[src/arpr_pkg.sv]
// shared types, constants and frame builder for the arp request responder
// no dependencies
`default_nettype none

package arpr_pkg;

    localparam int HDR_BYTES    = 8;
    localparam int MIN_BYTES    = 28;
    localparam int FRAME_BYTES  = 42;
    localparam int FRAME_BITS   = FRAME_BYTES * 8;
    localparam int FRAME_IDX_W  = $clog2(FRAME_BYTES);
    localparam int COUNT_W      = 10;
    localparam int QUEUE_DEPTH  = 4;
    localparam int QUEUE_PTR_W  = $clog2(QUEUE_DEPTH);

    localparam logic [COUNT_W-1:0] COUNT_MAX = {COUNT_W{1'b1}};

    // register indexes
    localparam logic [1:0] REG_OWN_MAC  = 2'd0;
    localparam logic [1:0] REG_OWN_IP   = 2'd1;
    localparam logic [1:0] REG_IP_VALID = 2'd2;

    // protocol constants
    localparam logic [15:0] ETH_TYPE_ARP = 16'h0806;
    localparam logic [15:0] HTYPE_ETH    = 16'h0001;
    localparam logic [15:0] PTYPE_IPV4   = 16'h0800;
    localparam logic [7:0]  HLEN_ETH     = 8'd6;
    localparam logic [7:0]  PLEN_IPV4    = 8'd4;
    localparam logic [15:0] OP_REQUEST   = 16'h0001;
    localparam logic [15:0] OP_REPLY     = 16'h0002;

    // output kind flag
    localparam logic KIND_FRAME = 1'b0;
    localparam logic KIND_BIND  = 1'b1;

    // job handed from parser to emitter
    typedef struct packed {
        logic        is_bind;
        logic [47:0] mac;
        logic [31:0] ip;
    } arpr_cmd_t;

    // one byte of the reply frame, wire order
    function automatic logic [7:0] frame_byte(
        input logic [FRAME_IDX_W-1:0] idx,
        input logic [47:0]            peer_mac,
        input logic [31:0]            peer_ip,
        input logic [47:0]            my_mac,
        input logic [31:0]            my_ip
    );
        logic [FRAME_BITS-1:0] frame;
        logic [8:0]            base;
        frame = {peer_mac, my_mac, ETH_TYPE_ARP, HTYPE_ETH, PTYPE_IPV4,
                 HLEN_ETH, PLEN_IPV4, OP_REPLY, my_mac, my_ip, peer_mac, peer_ip};
        base  = 9'(FRAME_BITS - 1) - {idx, 3'b000};
        return frame[base -: 8];
    endfunction

endpackage

`default_nettype wire

[src/arpr_parser.sv]
// front end: captures arp fields byte by byte and classifies the packet
// depends on arpr_pkg
`default_nettype none

module arpr_parser
    import arpr_pkg::*;
(
    input  wire logic        clk,
    input  wire logic        rst_n,
    input  wire logic [7:0]  data_byte,
    input  wire logic        last_byte,
    input  wire logic        in_valid,
    output logic             in_ready,
    input  wire logic [31:0] own_ip,
    input  wire logic        ip_valid,
    output arpr_cmd_t        cmd,
    output logic             cmd_valid,
    input  wire logic        cmd_ready
);

    logic [COUNT_W-1:0] count_reg,  count_next;
    logic [15:0]        htype_reg,  htype_next;
    logic [15:0]        ptype_reg,  ptype_next;
    logic [7:0]         hlen_reg,   hlen_next;
    logic [7:0]         plen_reg,   plen_next;
    logic [15:0]        op_reg,     op_next;
    logic [47:0]        smac_reg,   smac_next;
    logic [31:0]        sip_reg,    sip_next;
    logic [31:0]        tip_reg,    tip_next;
    logic               hdr_ok, is_req, is_rep, accept;

    // the queue slot is needed only at the end of a packet
    assign in_ready = cmd_ready;
    assign accept   = in_valid && in_ready;

    // field capture by byte position, current byte included
    always_comb
    begin
        htype_next = htype_reg;
        ptype_next = ptype_reg;
        hlen_next  = hlen_reg;
        plen_next  = plen_reg;
        op_next    = op_reg;
        smac_next  = smac_reg;
        sip_next   = sip_reg;
        tip_next   = tip_reg;
        if (count_reg < COUNT_W'(2))
            htype_next = {htype_reg[7:0], data_byte};
        else if (count_reg < COUNT_W'(4))
            ptype_next = {ptype_reg[7:0], data_byte};
        else if (count_reg == COUNT_W'(4))
            hlen_next = data_byte;
        else if (count_reg == COUNT_W'(5))
            plen_next = data_byte;
        else if (count_reg < COUNT_W'(HDR_BYTES))
            op_next = {op_reg[7:0], data_byte};
        else if (count_reg < COUNT_W'(14))
            smac_next = {smac_reg[39:0], data_byte};
        else if (count_reg < COUNT_W'(18))
            sip_next = {sip_reg[23:0], data_byte};
        else if (count_reg >= COUNT_W'(24) && count_reg < COUNT_W'(MIN_BYTES))
            tip_next = {tip_reg[23:0], data_byte};
        count_next = (count_reg == COUNT_MAX) ? count_reg : count_reg + COUNT_W'(1);
    end

    // end-of-packet classification
    always_comb
    begin
        hdr_ok = htype_next == HTYPE_ETH && hlen_next == HLEN_ETH
              && count_next >= COUNT_W'(MIN_BYTES)
              && ptype_next == PTYPE_IPV4 && plen_next == PLEN_IPV4;
        is_req = hdr_ok && op_next == OP_REQUEST && tip_next == own_ip && ip_valid;
        is_rep = hdr_ok && op_next == OP_REPLY;
        cmd.is_bind = is_rep;
        cmd.mac     = smac_next;
        cmd.ip      = sip_next;
        cmd_valid   = in_valid && last_byte && (is_req || is_rep);
    end

    // capture registers, cleared after every last byte
    always_ff @(posedge clk or negedge rst_n)
    begin
        if (!rst_n)
        begin
            count_reg <= '0;
            htype_reg <= '0;
            ptype_reg <= '0;
            hlen_reg  <= '0;
            plen_reg  <= '0;
            op_reg    <= '0;
            smac_reg  <= '0;
            sip_reg   <= '0;
            tip_reg   <= '0;
        end
        else if (accept)
        begin
            if (last_byte)
            begin
                count_reg <= '0;
                htype_reg <= '0;
                ptype_reg <= '0;
                hlen_reg  <= '0;
                plen_reg  <= '0;
                op_reg    <= '0;
                smac_reg  <= '0;
                sip_reg   <= '0;
                tip_reg   <= '0;
            end
            else
            begin
                count_reg <= count_next;
                htype_reg <= htype_next;
                ptype_reg <= ptype_next;
                hlen_reg  <= hlen_next;
                plen_reg  <= plen_next;
                op_reg    <= op_next;
                smac_reg  <= smac_next;
                sip_reg   <= sip_next;
                tip_reg   <= tip_next;
            end
        end
    end

endmodule

`default_nettype wire

[src/arpr_cmd_fifo.sv]
// short job queue between parser and emitter
// depends on arpr_pkg
`default_nettype none

module arpr_cmd_fifo
    import arpr_pkg::*;
(
    input  wire logic      clk,
    input  wire logic      rst_n,
    input  wire arpr_cmd_t push_cmd,
    input  wire logic      push_valid,
    output logic           push_ready,
    output arpr_cmd_t      pop_cmd,
    output logic           pop_valid,
    input  wire logic      pop_ready
);

    arpr_cmd_t              mem [QUEUE_DEPTH];
    logic [QUEUE_PTR_W-1:0] wr_ptr_reg, rd_ptr_reg;
    logic [QUEUE_PTR_W:0]   fill_reg;
    logic                   do_push, do_pop;

    assign push_ready = fill_reg != (QUEUE_PTR_W+1)'(QUEUE_DEPTH);
    assign pop_valid  = fill_reg != '0;
    assign pop_cmd    = mem[rd_ptr_reg];
    assign do_push    = push_valid && push_ready;
    assign do_pop     = pop_valid && pop_ready;

    // storage
    always_ff @(posedge clk)
    begin
        if (do_push)
            mem[wr_ptr_reg] <= push_cmd;
    end

    // pointers and fill level
    always_ff @(posedge clk or negedge rst_n)
    begin
        if (!rst_n)
        begin
            wr_ptr_reg <= '0;
            rd_ptr_reg <= '0;
            fill_reg   <= '0;
        end
        else
        begin
            if (do_push)
                wr_ptr_reg <= wr_ptr_reg + QUEUE_PTR_W'(1);
            if (do_pop)
                rd_ptr_reg <= rd_ptr_reg + QUEUE_PTR_W'(1);
            if (do_push && !do_pop)
                fill_reg <= fill_reg + (QUEUE_PTR_W+1)'(1);
            else if (do_pop && !do_push)
                fill_reg <= fill_reg - (QUEUE_PTR_W+1)'(1);
        end
    end

endmodule

`default_nettype wire

[src/arpr_emitter.sv]
// back end: plays out reply frames and binding items into an output register
// depends on arpr_pkg
`default_nettype none

module arpr_emitter
    import arpr_pkg::*;
(
    input  wire logic        clk,
    input  wire logic        rst_n,
    input  wire arpr_cmd_t   cmd,
    input  wire logic        cmd_valid,
    output logic             cmd_ready,
    input  wire logic [47:0] own_mac,
    input  wire logic [31:0] own_ip,
    output logic             out_valid,
    input  wire logic        out_ready,
    output logic             out_kind,
    output logic [7:0]       out_byte,
    output logic             out_last,
    output logic [31:0]      out_ip,
    output logic [47:0]      out_mac
);

    logic [FRAME_IDX_W-1:0] idx_reg, idx_next;
    logic                   valid_reg;
    logic                   kind_reg;
    logic [7:0]             byte_reg;
    logic                   last_reg;
    logic [31:0]            ip_reg;
    logic [47:0]            mac_reg;
    logic                   load, end_of_job;

    // output register takes a new beat when empty or being drained
    assign load       = cmd_valid && (!valid_reg || out_ready);
    assign end_of_job = cmd.is_bind || idx_reg == FRAME_IDX_W'(FRAME_BYTES - 1);
    assign cmd_ready  = load && end_of_job;
    assign idx_next   = end_of_job ? '0 : idx_reg + FRAME_IDX_W'(1);

    assign out_valid = valid_reg;
    assign out_kind  = kind_reg;
    assign out_byte  = byte_reg;
    assign out_last  = last_reg;
    assign out_ip    = ip_reg;
    assign out_mac   = mac_reg;

    // control: frame index and beat valid
    always_ff @(posedge clk or negedge rst_n)
    begin
        if (!rst_n)
        begin
            idx_reg   <= '0;
            valid_reg <= 1'b0;
        end
        else
        begin
            if (load)
                idx_reg <= idx_next;
            if (load)
                valid_reg <= 1'b1;
            else if (out_ready)
                valid_reg <= 1'b0;
        end
    end

    // payload of the output beat
    always_ff @(posedge clk)
    begin
        if (load)
        begin
            last_reg <= end_of_job;
            if (cmd.is_bind)
            begin
                kind_reg <= KIND_BIND;
                byte_reg <= '0;
                ip_reg   <= cmd.ip;
                mac_reg  <= cmd.mac;
            end
            else
            begin
                kind_reg <= KIND_FRAME;
                byte_reg <= frame_byte(idx_reg, cmd.mac, cmd.ip, own_mac, own_ip);
                ip_reg   <= '0;
                mac_reg  <= '0;
            end
        end
    end

endmodule

`default_nettype wire

[src/arp_request_responder.sv]
// top level of the arp request responder: config registers, parser, queue, emitter
// depends on arpr_pkg, arpr_parser, arpr_cmd_fifo, arpr_emitter
//
// channel   dir  beat fields
// s_axis    in   tdata: data_byte[7:0]; tlast: last_byte
// m_axis    out  tdata: out_byte, peer_ip, peer_mac; tlast: out_last; tuser: kind
// cfg       in   cfg_index selects own_mac, own_ip, ip_valid; cfg_data carries value
//
// input bytes are taken one per cycle while the job queue is not full.
// a reply frame drains as 42 byte beats and a binding as a single beat, limited by the output register.
// up to four pending jobs sit in the queue; s_axis_tready drops only while it is full.
// reset clears the parser capture, queue pointers and the output valid; cfg_ready is
// always high.
`default_nettype none

module arp_request_responder
    import arpr_pkg::*;
(
    input  wire logic        clk,
    input  wire logic        rst_n,
    input  wire logic        s_axis_tvalid,
    output logic             s_axis_tready,
    input  wire logic [7:0]  s_axis_tdata,   // data_byte[7:0]
    input  wire logic        s_axis_tlast,
    output logic             m_axis_tvalid,
    input  wire logic        m_axis_tready,
    output logic [87:0]      m_axis_tdata,   // out_byte[7:0], peer_ip[39:8], peer_mac[87:40]
    output logic             m_axis_tlast,
    output logic             m_axis_tuser,   // kind[0]
    input  wire logic        cfg_valid,
    output logic             cfg_ready,
    input  wire logic [1:0]  cfg_index,
    input  wire logic [47:0] cfg_data
);

    logic [47:0] own_mac_reg;
    logic [31:0] own_ip_reg;
    logic        ip_valid_reg;
    arpr_cmd_t   front_cmd, back_cmd;
    logic        front_valid, front_ready, back_valid, back_ready;
    logic [7:0]  out_byte;
    logic [31:0] out_ip;
    logic [47:0] out_mac;

    assign cfg_ready    = 1'b1;
    assign m_axis_tdata = {out_mac, out_ip, out_byte};

    // configuration registers
    always_ff @(posedge clk or negedge rst_n)
    begin
        if (!rst_n)
        begin
            own_mac_reg  <= '0;
            own_ip_reg   <= '0;
            ip_valid_reg <= 1'b0;
        end
        else if (cfg_valid && cfg_ready)
        begin
            case (cfg_index)
                REG_OWN_MAC:  own_mac_reg  <= cfg_data;
                REG_OWN_IP:   own_ip_reg   <= cfg_data[31:0];
                REG_IP_VALID: ip_valid_reg <= cfg_data[0];
                default:      ;
            endcase
        end
    end

    // front end
    arpr_parser u_parser (
        .clk       (clk),
        .rst_n     (rst_n),
        .data_byte (s_axis_tdata),
        .last_byte (s_axis_tlast),
        .in_valid  (s_axis_tvalid),
        .in_ready  (s_axis_tready),
        .own_ip    (own_ip_reg),
        .ip_valid  (ip_valid_reg),
        .cmd       (front_cmd),
        .cmd_valid (front_valid),
        .cmd_ready (front_ready)
    );

    // job queue
    arpr_cmd_fifo u_fifo (
        .clk        (clk),
        .rst_n      (rst_n),
        .push_cmd   (front_cmd),
        .push_valid (front_valid),
        .push_ready (front_ready),
        .pop_cmd    (back_cmd),
        .pop_valid  (back_valid),
        .pop_ready  (back_ready)
    );

    // back end
    arpr_emitter u_emitter (
        .clk       (clk),
        .rst_n     (rst_n),
        .cmd       (back_cmd),
        .cmd_valid (back_valid),
        .cmd_ready (back_ready),
        .own_mac   (own_mac_reg),
        .own_ip    (own_ip_reg),
        .out_valid (m_axis_tvalid),
        .out_ready (m_axis_tready),
        .out_kind  (m_axis_tuser),
        .out_byte  (out_byte),
        .out_last  (m_axis_tlast),
        .out_ip    (out_ip),
        .out_mac   (out_mac)
    );

endmodule

`default_nettype wire

[config.mk]
export PLATFORM = sky130hd
export DESIGN_NAME = arp_request_responder
export DESIGN_NICKNAME = d
export VERILOG_FILES = /design/src/arpr_pkg.sv /design/src/arpr_parser.sv /design/src/arpr_cmd_fifo.sv /design/src/arpr_emitter.sv /design/src/arp_request_responder.sv
export SDC_FILE = /design/constraint.sdc
export NUM_CORES = 1
export LEC_CHECK = 0
export BUFFER_PORTS_ARGS = -buffer_cell sky130_fd_sc_hd__buf_2
export CAP_MARGIN = 40
export CORE_ASPECT_RATIO = 0.9
export CORE_UTILIZATION = 40
export DETAILED_ROUTE_END_ITERATION = 16
export PLACE_DENSITY = 0.68
export RECOVER_POWER = 50
export SETUP_SLACK_MARGIN = 0.02
export SLEW_MARGIN = 30
export SYNTH_ARGS = -nofsm -noshare
export SYNTH_HDL_FRONTEND = slang
export SYNTH_HIERARCHICAL = 1
export SYNTH_SLANG_ARGS = --single-unit
[constraint.sdc]
create_clock -name clk -period 5.4 [get_ports clk]
set_clock_uncertainty 0.05 [all_clocks]
set_input_delay 0.81 -clock clk [delete_from_list [all_inputs] [get_ports clk]]
set_output_delay 0.81 -clock clk [all_outputs]
set_load 0.005 [all_outputs]
# Word level (Yosys, flattened, before mapping)

Memory sizes are Yosys's and may differ from the RTL's.
Cells that the tools add are included.

Flip-flop bits (word level): 371
RAM bits: 324
Input bits: 64
Logic and storage cells: 138
Memories kept: 1

Memory list:

| name       | depth | bits a word | read ports | clocked after memory_dff | wr ports | line                | text |
|---|---|---|---|---|---|---|---|
| u_fifo.mem | 4     | 81          | 1          | 0                        | 1        | arpr_cmd_fifo.sv:18 | `arpr_cmd_t mem [QUEUE_DEPTH];` |

Add/subtract/negate cells: 7
$lt $le $gt $ge: 8
Eq/ne operators: 14
Shift-type cells: 1
Muxes and demuxes: 54
Reductions and logical operators: 31

Operators with widths:

| kind                    | number |
|---|---|
| $mux W32                | 17 |
| $shiftx A343 B10 Y8     | 1 |
| $mux W48                | 7 |
| $mux W16                | 11 |
| $mux W8                 | 9 |
| $eq A16 B1 Y1 const B   | 2 |
| $eq A32 B32 Y1          | 1 |
| $eq A10 B3 Y1 const B   | 2 |
| $ge A10 B5 Y1 const B   | 2 |
| $lt A10 B4 Y1 const B   | 2 |
| $lt A10 B5 Y1 const B   | 2 |
| $mux W10                | 2 |
| $logic_and A1 B1 Y1     | 18 |
| $eq A16 B12 Y1 const B  | 1 |
| $eq A16 B2 Y1 const B   | 1 |
| $eq A8 B3 Y1 const B    | 2 |
| $add A10 B1 Y10 const B | 1 |
| $eq A10 B10 Y1 const B  | 1 |
| $lt A10 B2 Y1 const B   | 1 |
| $lt A10 B3 Y1 const B   | 1 |
| $sub A9 B9 Y9 const A   | 1 |
| $add A6 B1 Y6 const B   | 1 |
| $eq A6 B6 Y1 const B    | 1 |
| $mux W3                 | 2 |
| 14 further kinds        | 26 |

# Longest topological paths before layout

Depth in word-level cells: 20
Mapped depth: 17
Gate-level depth less buffers: 15

# Modules after synthesis

The synthesis kept the hierarchy.

By module, submodules not included:

| module                | times used | cells each | area an instance (sq um) | seq. area each (sq um) |
|---|---|---|---|---|
| arpr_cmd_fifo         | 1          | 458        | 12102.9                  | 9904.5 |
| arpr_parser           | 1          | 979        | 9875.7                   | 4654.5 |
| arpr_emitter          | 1          | 408        | 5436.5                   | 2877.8 |
| arp_request_responder | 1          | 175        | 3040.4                   | 2026.9 |

# Worst setup path before layout

OpenSTA, ideal clock, no wires.

Path type: input port to flip-flop
From: input s_axis_tdata[3]
To: memory u_fifo/mem[2][0] (netlist bit) (enable)
Arrival time: 5.148 ns
Setup slack: -0.247 ns
Stages on the path: 9
Path buffers: 1
Path through: buf_4 -> or4_4 -> or3_1 -> or4_1 -> a221o_1 -> a2111oi_4 -> a21boi_2 -> a21boi_2 -> and2_1

Cells in the longest elaborated chain, start to end: 16

RTL lines:

| what                                                         | line                                 | text |
|---|---|---|
| start: declaration                                           | arp_request_responder.sv:23          | `input wire logic [7:0] s_axis_tdata,` |
| $mux W32 / $mux W8 (equally long branches)                   | arpr_parser.sv:61, arpr_parser.sv:51 |  |
| $mux W32 / $mux W8 (equally long branches)                   | arpr_parser.sv:59, arpr_parser.sv:49 |  |
| $mux W32 / $mux W8 (equally long branches)                   | arpr_parser.sv:57, arpr_parser.sv:47 |  |
| $mux W32 / $eq A8 B3 Y1 (equally long branches)              | arpr_parser.sv:55, arpr_parser.sv:69 |  |
| $mux W32 / $logic_and A1 B1 Y1 (equally long branches)       | arpr_parser.sv:53, arpr_parser.sv:69 |  |
| $mux W32 / $logic_and A1 B1 Y1 (equally long branches)       | arpr_parser.sv:51, arpr_parser.sv:70 |  |
| $mux W32 / $logic_and A1 B1 Y1 (equally long branches)       | arpr_parser.sv:49, arpr_parser.sv:71 |  |
| $mux W32 / $logic_and A1 B1 Y1 (equally long branches)       | arpr_parser.sv:47, arpr_parser.sv:71 |  |
| $eq A32 B32 Y1 / $logic_and A1 B1 Y1 (equally long branches) | arpr_parser.sv:72                    | `is_req = hdr_ok && op_next == OP_REQUEST && tip_next == own_ip && ip_valid;` |
| $logic_and A1 B1 Y1 (2 in a row)                             | arpr_parser.sv:72                    |  |
| $logic_or A1 B1 Y1 (*)                                       | arpr_parser.sv:77                    | `cmd_valid = in_valid && last_byte && (is_req \|\| is_rep);` |
| $logic_and A1 B1 Y1 (*)                                      | arpr_parser.sv:77                    |  |
| named net front_valid                                        | arp_request_responder.sv:40          | `logic front_valid, front_ready, back_valid, back_ready;` |
| $logic_and A1 B1 Y1 (*)                                      | arpr_cmd_fifo.sv:26                  | `assign do_push = push_valid && push_ready;` |
| named net u_fifo.do_push                                     | arpr_cmd_fifo.sv:21                  | `logic do_push, do_pop;` |
| $mux W1 (*)                                                  | arpr_cmd_fifo.sv:32                  | `if (do_push)` |
| $mux W1 (implied by the code) (*)                            | arpr_cmd_fifo.sv:33                  | `mem[wr_ptr_reg] <= push_cmd;` |
| end: declaration                                             | arpr_cmd_fifo.sv:18                  |  |

Mark *: on every way through the listed nets, which the timed path passes. The rest lies on a longest branch.

# Final worst setup path

From: register u_parser.count_reg[2]
To: register u_fifo.fill_reg[2]

Cells in the longest elaborated chain, start to end: 19

RTL lines:

| what                                                  | line                        | text |
|---|---|---|
| start: declaration                                    | arpr_parser.sv:21           | `logic [COUNT_W-1:0] count_reg, count_next;` |
| start signal: assignment                              | arpr_parser.sv:111          | `count_reg <= count_next;` |
| $ge A10 B5 Y1 / $lt A10 B5 Y1 (equally long branches) | arpr_parser.sv:61           | `else if (count_reg >= COUNT_W'(24) && count_reg < COUNT_W'(MIN_BYTES))` |
| $logic_and A1 B1 Y1                                   | arpr_parser.sv:61           |  |
| $mux W32                                              | arpr_parser.sv:61           |  |
| $mux W32                                              | arpr_parser.sv:59           | `else if (count_reg < COUNT_W'(18))` |
| $mux W32                                              | arpr_parser.sv:57           | `else if (count_reg < COUNT_W'(14))` |
| $mux W32                                              | arpr_parser.sv:55           | `else if (count_reg < COUNT_W'(HDR_BYTES))` |
| $mux W32                                              | arpr_parser.sv:53           | `else if (count_reg == COUNT_W'(5))` |
| $mux W32                                              | arpr_parser.sv:51           | `else if (count_reg == COUNT_W'(4))` |
| [5 not listed]                                        | --                          |  |
| $logic_or A1 B1 Y1 (*)                                | arpr_parser.sv:77           |  |
| $logic_and A1 B1 Y1 (*)                               | arpr_parser.sv:77           |  |
| named net front_valid                                 | arp_request_responder.sv:40 |  |
| $logic_and A1 B1 Y1 (*)                               | arpr_cmd_fifo.sv:26         |  |
| named net u_fifo.do_push                              | arpr_cmd_fifo.sv:21         |  |
| $logic_not A1 Y1                                      | arpr_cmd_fifo.sv:53         | `else if (do_pop && !do_push)` |
| $logic_and A1 B1 Y1                                   | arpr_cmd_fifo.sv:53         |  |
| $reduce_bool A2 Y1 (no line)                          | --                          |  |
| end signal: assignment                                | arpr_cmd_fifo.sv:52         | `fill_reg <= fill_reg + (QUEUE_PTR_W+1)'(1);` |
| end signal: assignment                                | arpr_cmd_fifo.sv:54         | `fill_reg <= fill_reg - (QUEUE_PTR_W+1)'(1);` |
| end: declaration                                      | arpr_cmd_fifo.sv:20         | `logic [QUEUE_PTR_W:0] fill_reg;` |

Marks and branches as above.
A chain may end at the register's enable or synchronous reset.

==> impl_metrics.json <==
{
  "status": "complete, but fails checks",
  "violations": "capacitance limit, slew limit",
  "yosys_register_bits": 695,
  "antenna_cells": 0,
  "power_leakage_nw": 12.99,
  "synth.distinct_cells": 85,
  "critical_path_class": "reg2reg",
  "reg2reg_setup_slack_ns": 0.87,
  "cts.path.max_buffers": 3,
  "fin_setup_tns_ns": 0,
  "synth_edf_count": 414,
  "setup_viol": 0,
  "crit_cells": 14,
  "critPathMaxFanout": 15,
  "track_usage": 0.2086,
  "totalWireLength_um": 80650,
  "layout_common_cells": "414 x edfxtp_1, 278 x dfrtp_1, 124 x nand2_1",
  "dpl.hpwl_um": 52010,
  "timing.rr.start": "u_parser/count_reg[2]$_DFFE_PN0P_",
  "cts_root_buffer": "clkbuf_16",
  "max-slew-margin-rel": -0.8164,
  "cp_slowest_cell": "nor2_2",
  "viasPerCell": 5.843,
  "ctsHoldBuffers": 0,
  "mostFrequentLayoutCell": "edfxtp_1",
  "path_clk_slew_ns": 0.06,
  "first_iter_violations": 1937,
  "path_delay_family": "simple AND/OR/NAND/NOR gates",
  "fin_crit_sh": 0.8390,
  "required_ns": 5.91,
  "postCtsSetupBuffers": 0,
  "startpoint_type": "flop",
  "syn-instance-count": 2020,
  "placedCellCount": 3096,
  "htreeDepth": 3,
  "synth.avg_cell_area_sq_um": 15.08,
  "portBuffers": 155,
  "drt-pass1-iter-count": 6,
  "largest-register": "u_fifo/mem",
  "num_io_pins": 157,
  "drive_gt1_frac": 0.2386,
  "fin_cells": 3235,
  "gp_congestion": 0.9024,
  "async_flop_share": 0.4043,
  "row_count": 95,
  "core-area_sq_um": 75000,
  "grt_pass1_vias": 18820,
  "path_buf_inv": 1,
  "grt_max_degree": 104,
  "maxCapViolations": 8,
  "end_kind": "flop",
  "rsz0062_at_grt": "no",
  "worstSkewPairLatency_ns": 0.63,
  "routedWlPerCell_um": 24.93,
  "drv_slew": 360,
  "largest_reg_flops": 324,
  "die_area_sq_um": 77250,
  "crit_chain": "or4_1, nor2_2, nand2_1, a32o_1, nor4_1, nand4b_1, a21boi_2, a21boi_2, ha_1, inv_1, fa_1, xor2_1, nor2_1, xor2_1",
  "crit_end": "u_fifo/fill_reg[2]$_DFFE_PN0P_",
  "vias": 18900,
  "hold_viol": 0,
  "postRouteAntennaNets": 0,
  "tightest_slew_ns": 2.725,
  "area_growth_pct": 14.40,
  "synth_ff_type": "edfxtp_1",
  "cts-resized-gates": 0,
  "timing.rr.end": "u_fifo/fill_reg[2]$_DFFE_PN0P_",
  "dieHeight_um": 263.8,
  "fillers": 6400,
  "cts_tree": "done",
  "grt-ovfl-total": 0,
  "grt_pass1_wl_um": 122100,
  "netlist_area_sq_um": 30460,
  "power-per-cell-area_nw_per_um2": 348.8,
  "slowest_delay_ns": 0.58,
  "antenna_found_initial": 5,
  "synth_nets": 2098,
  "ys_seq_area_frac": 0.6391,
  "arrival_ns": 5.04,
  "nets": 2234,
  "numCtsBuffers": 74,
  "start_util": 0.4061,
  "dieWidth_um": 292.9,
  "peakVddDrop_uv": 214.4,
  "clock_sinks": 695,
  "post-route-min-period_ns": 4.531,
  "crit_path_start": "u_parser/count_reg[2]$_DFFE_PN0P_",
  "timing.fmax_mhz": 220.7,
  "synth_warnings": 6,
  "hp-class": "in2reg",
  "drc": 0,
  "worstRegToRegCells": 14
}
-- report_power, final --
| group | internal [mW] | leakage (nW) | total, mW | switching [mW] |
|---|---|---|---|---|
| logic | 0.326 | 3.93 | 0.737 | 0.411 |
| registers | 5.80 | 7.81 | 6.06 | 0.257 |
| clock network | 3.18 | 1.25 | 5.36 | 2.18 |
-- synth_stat cells, drive strengths merged, types with 4 or more instances --
master   count  area share
edfxtp     414        0.41
dfrtp      281        0.23
mux2       173       0.064
nand2      125       0.016
o21ai      112       0.018
mux4       108       0.080
a22oi       95       0.023
and2        86       0.018
clkbuf      83       0.010
a22o        81       0.023
buf         58       0.014
inv         41      0.0051
nor2        34      0.0044
mux2i       33       0.011
a21oi       29      0.0048
o22ai       25      0.0051
nor4        22      0.0049
xor2        22      0.0063
nand3       20      0.0033
xnor2       15      0.0043
nor3        14      0.0025
ha          13      0.0053
nand2b      13      0.0027
nand4        8      0.0016
a2111oi      6      0.0025
a221oi       6      0.0019
a31oi        6      0.0012
nor2b        6      0.0015
o31ai        6      0.0016
o32ai        6      0.0017
a21boi       5      0.0015
o21bai       5      0.0012
a222oi       4      0.0013
and3         4     0.00082
nand3b       4     0.00099
nand4b       4      0.0012
o2111ai      4      0.0012
o311a        4      0.0013
or2          4     0.00082
-- how the worst min path moves through the flow --
stage	slack, ns	startpoint	cells after the start	to
final	0.35	cfg_data[33]	2	own_mac_reg[33]$_DFFE_PN0P_
after global routing	0.33	cfg_data[37]	2	own_mac_reg[37]$_DFFE_PN0P_
after CTS	0.24	rst_n	1	u_parser/ptype_reg[0]$_DFFE_PN0P_
after detailed placement	0.42	own_mac_reg[26]$_DFFE_PN0P_	1	own_mac_reg[26]$_DFFE_PN0P_
after global placement	0.42	own_mac_reg[32]$_DFFE_PN0P_	1	own_mac_reg[32]$_DFFE_PN0P_
after floorplan	0.40	own_mac_reg[40]$_DFFE_PN0P_	1	own_mac_reg[40]$_DFFE_PN0P_
-- per-layer routing --
layer	vias up	GRT usage	part of all wire
met2	775	0.3245	0.47
li1	8108	-	-
met5	-	0	0.00015
met3	147	0.03189	0.063
met1	9871	0.3013	0.44
met4	2	0.06523	0.027
-- worst reg2reg max path: cells and delay by family, from the launching register on --
| family | cells | cell delay, ns |
|---|---|---|
| AOI/OAI and AO/OA | 3 | 0.88 |
| and+or+nand+nor | 6 | 2.00 |
| adders and majority gates | 2 | 0.62 |
| DFF | 1 | 0.54 |
| xor gates and xnor gates | 2 | 0.29 |
| buffers and inverters | 1 | 0.06 |
-- metrics by stage --
step | hold WS [ns] | worst slack [ns] | power, mW | util | cell area, sq um
after global routing | 0.3319 | 0.3830 | 12.55 | 0.4645 | 34840
final | 0.3490 | 0.8693 | 12.15 | 0.4645 | 34840
after detailed placement | 0.4250 | 0.6194 | 6.886 | 0.4313 | 32350
after global placement | 0.4171 | 0.5700 | 6.858 | 0.4306 | 32300
after CTS | 0.2392 | 0.8900 | 12.25 | 0.4660 | 34950
after floorplan | 0.4024 | 0.6383 | 6.534 | - | 30460
-- layout make-up --
class	instances	area [sq um]	area share
clock buffers	98	2043	0.05864
well taps	1018	1274	0.03656
flip-flops and latches	695	19470	0.5589
clock inverters	39	554.3	0.01591
multi-input cells	1143	10130	0.2908
repair buffers	201	1210	0.03473
inverters	41	155.1	0.004453
-- cells by family (layout without fill, tap and decap cells) --
family / count (synthesis) / count (layout) / share of synthesized area
mux: 314 / 314 / 0.1548
buf+inv: 182 / 379 / 0.02933
compound gates: 419 / 419 / 0.09807
fa+ha+maj: 14 / 14 / 0.005998
xor+xnor: 37 / 37 / 0.01064
simple gates: 358 / 358 / 0.06195
flops: 695 / 695 / 0.6391
other cells: 1 / 1 / 0.0001231
Power figures use the tool's default switching activity.
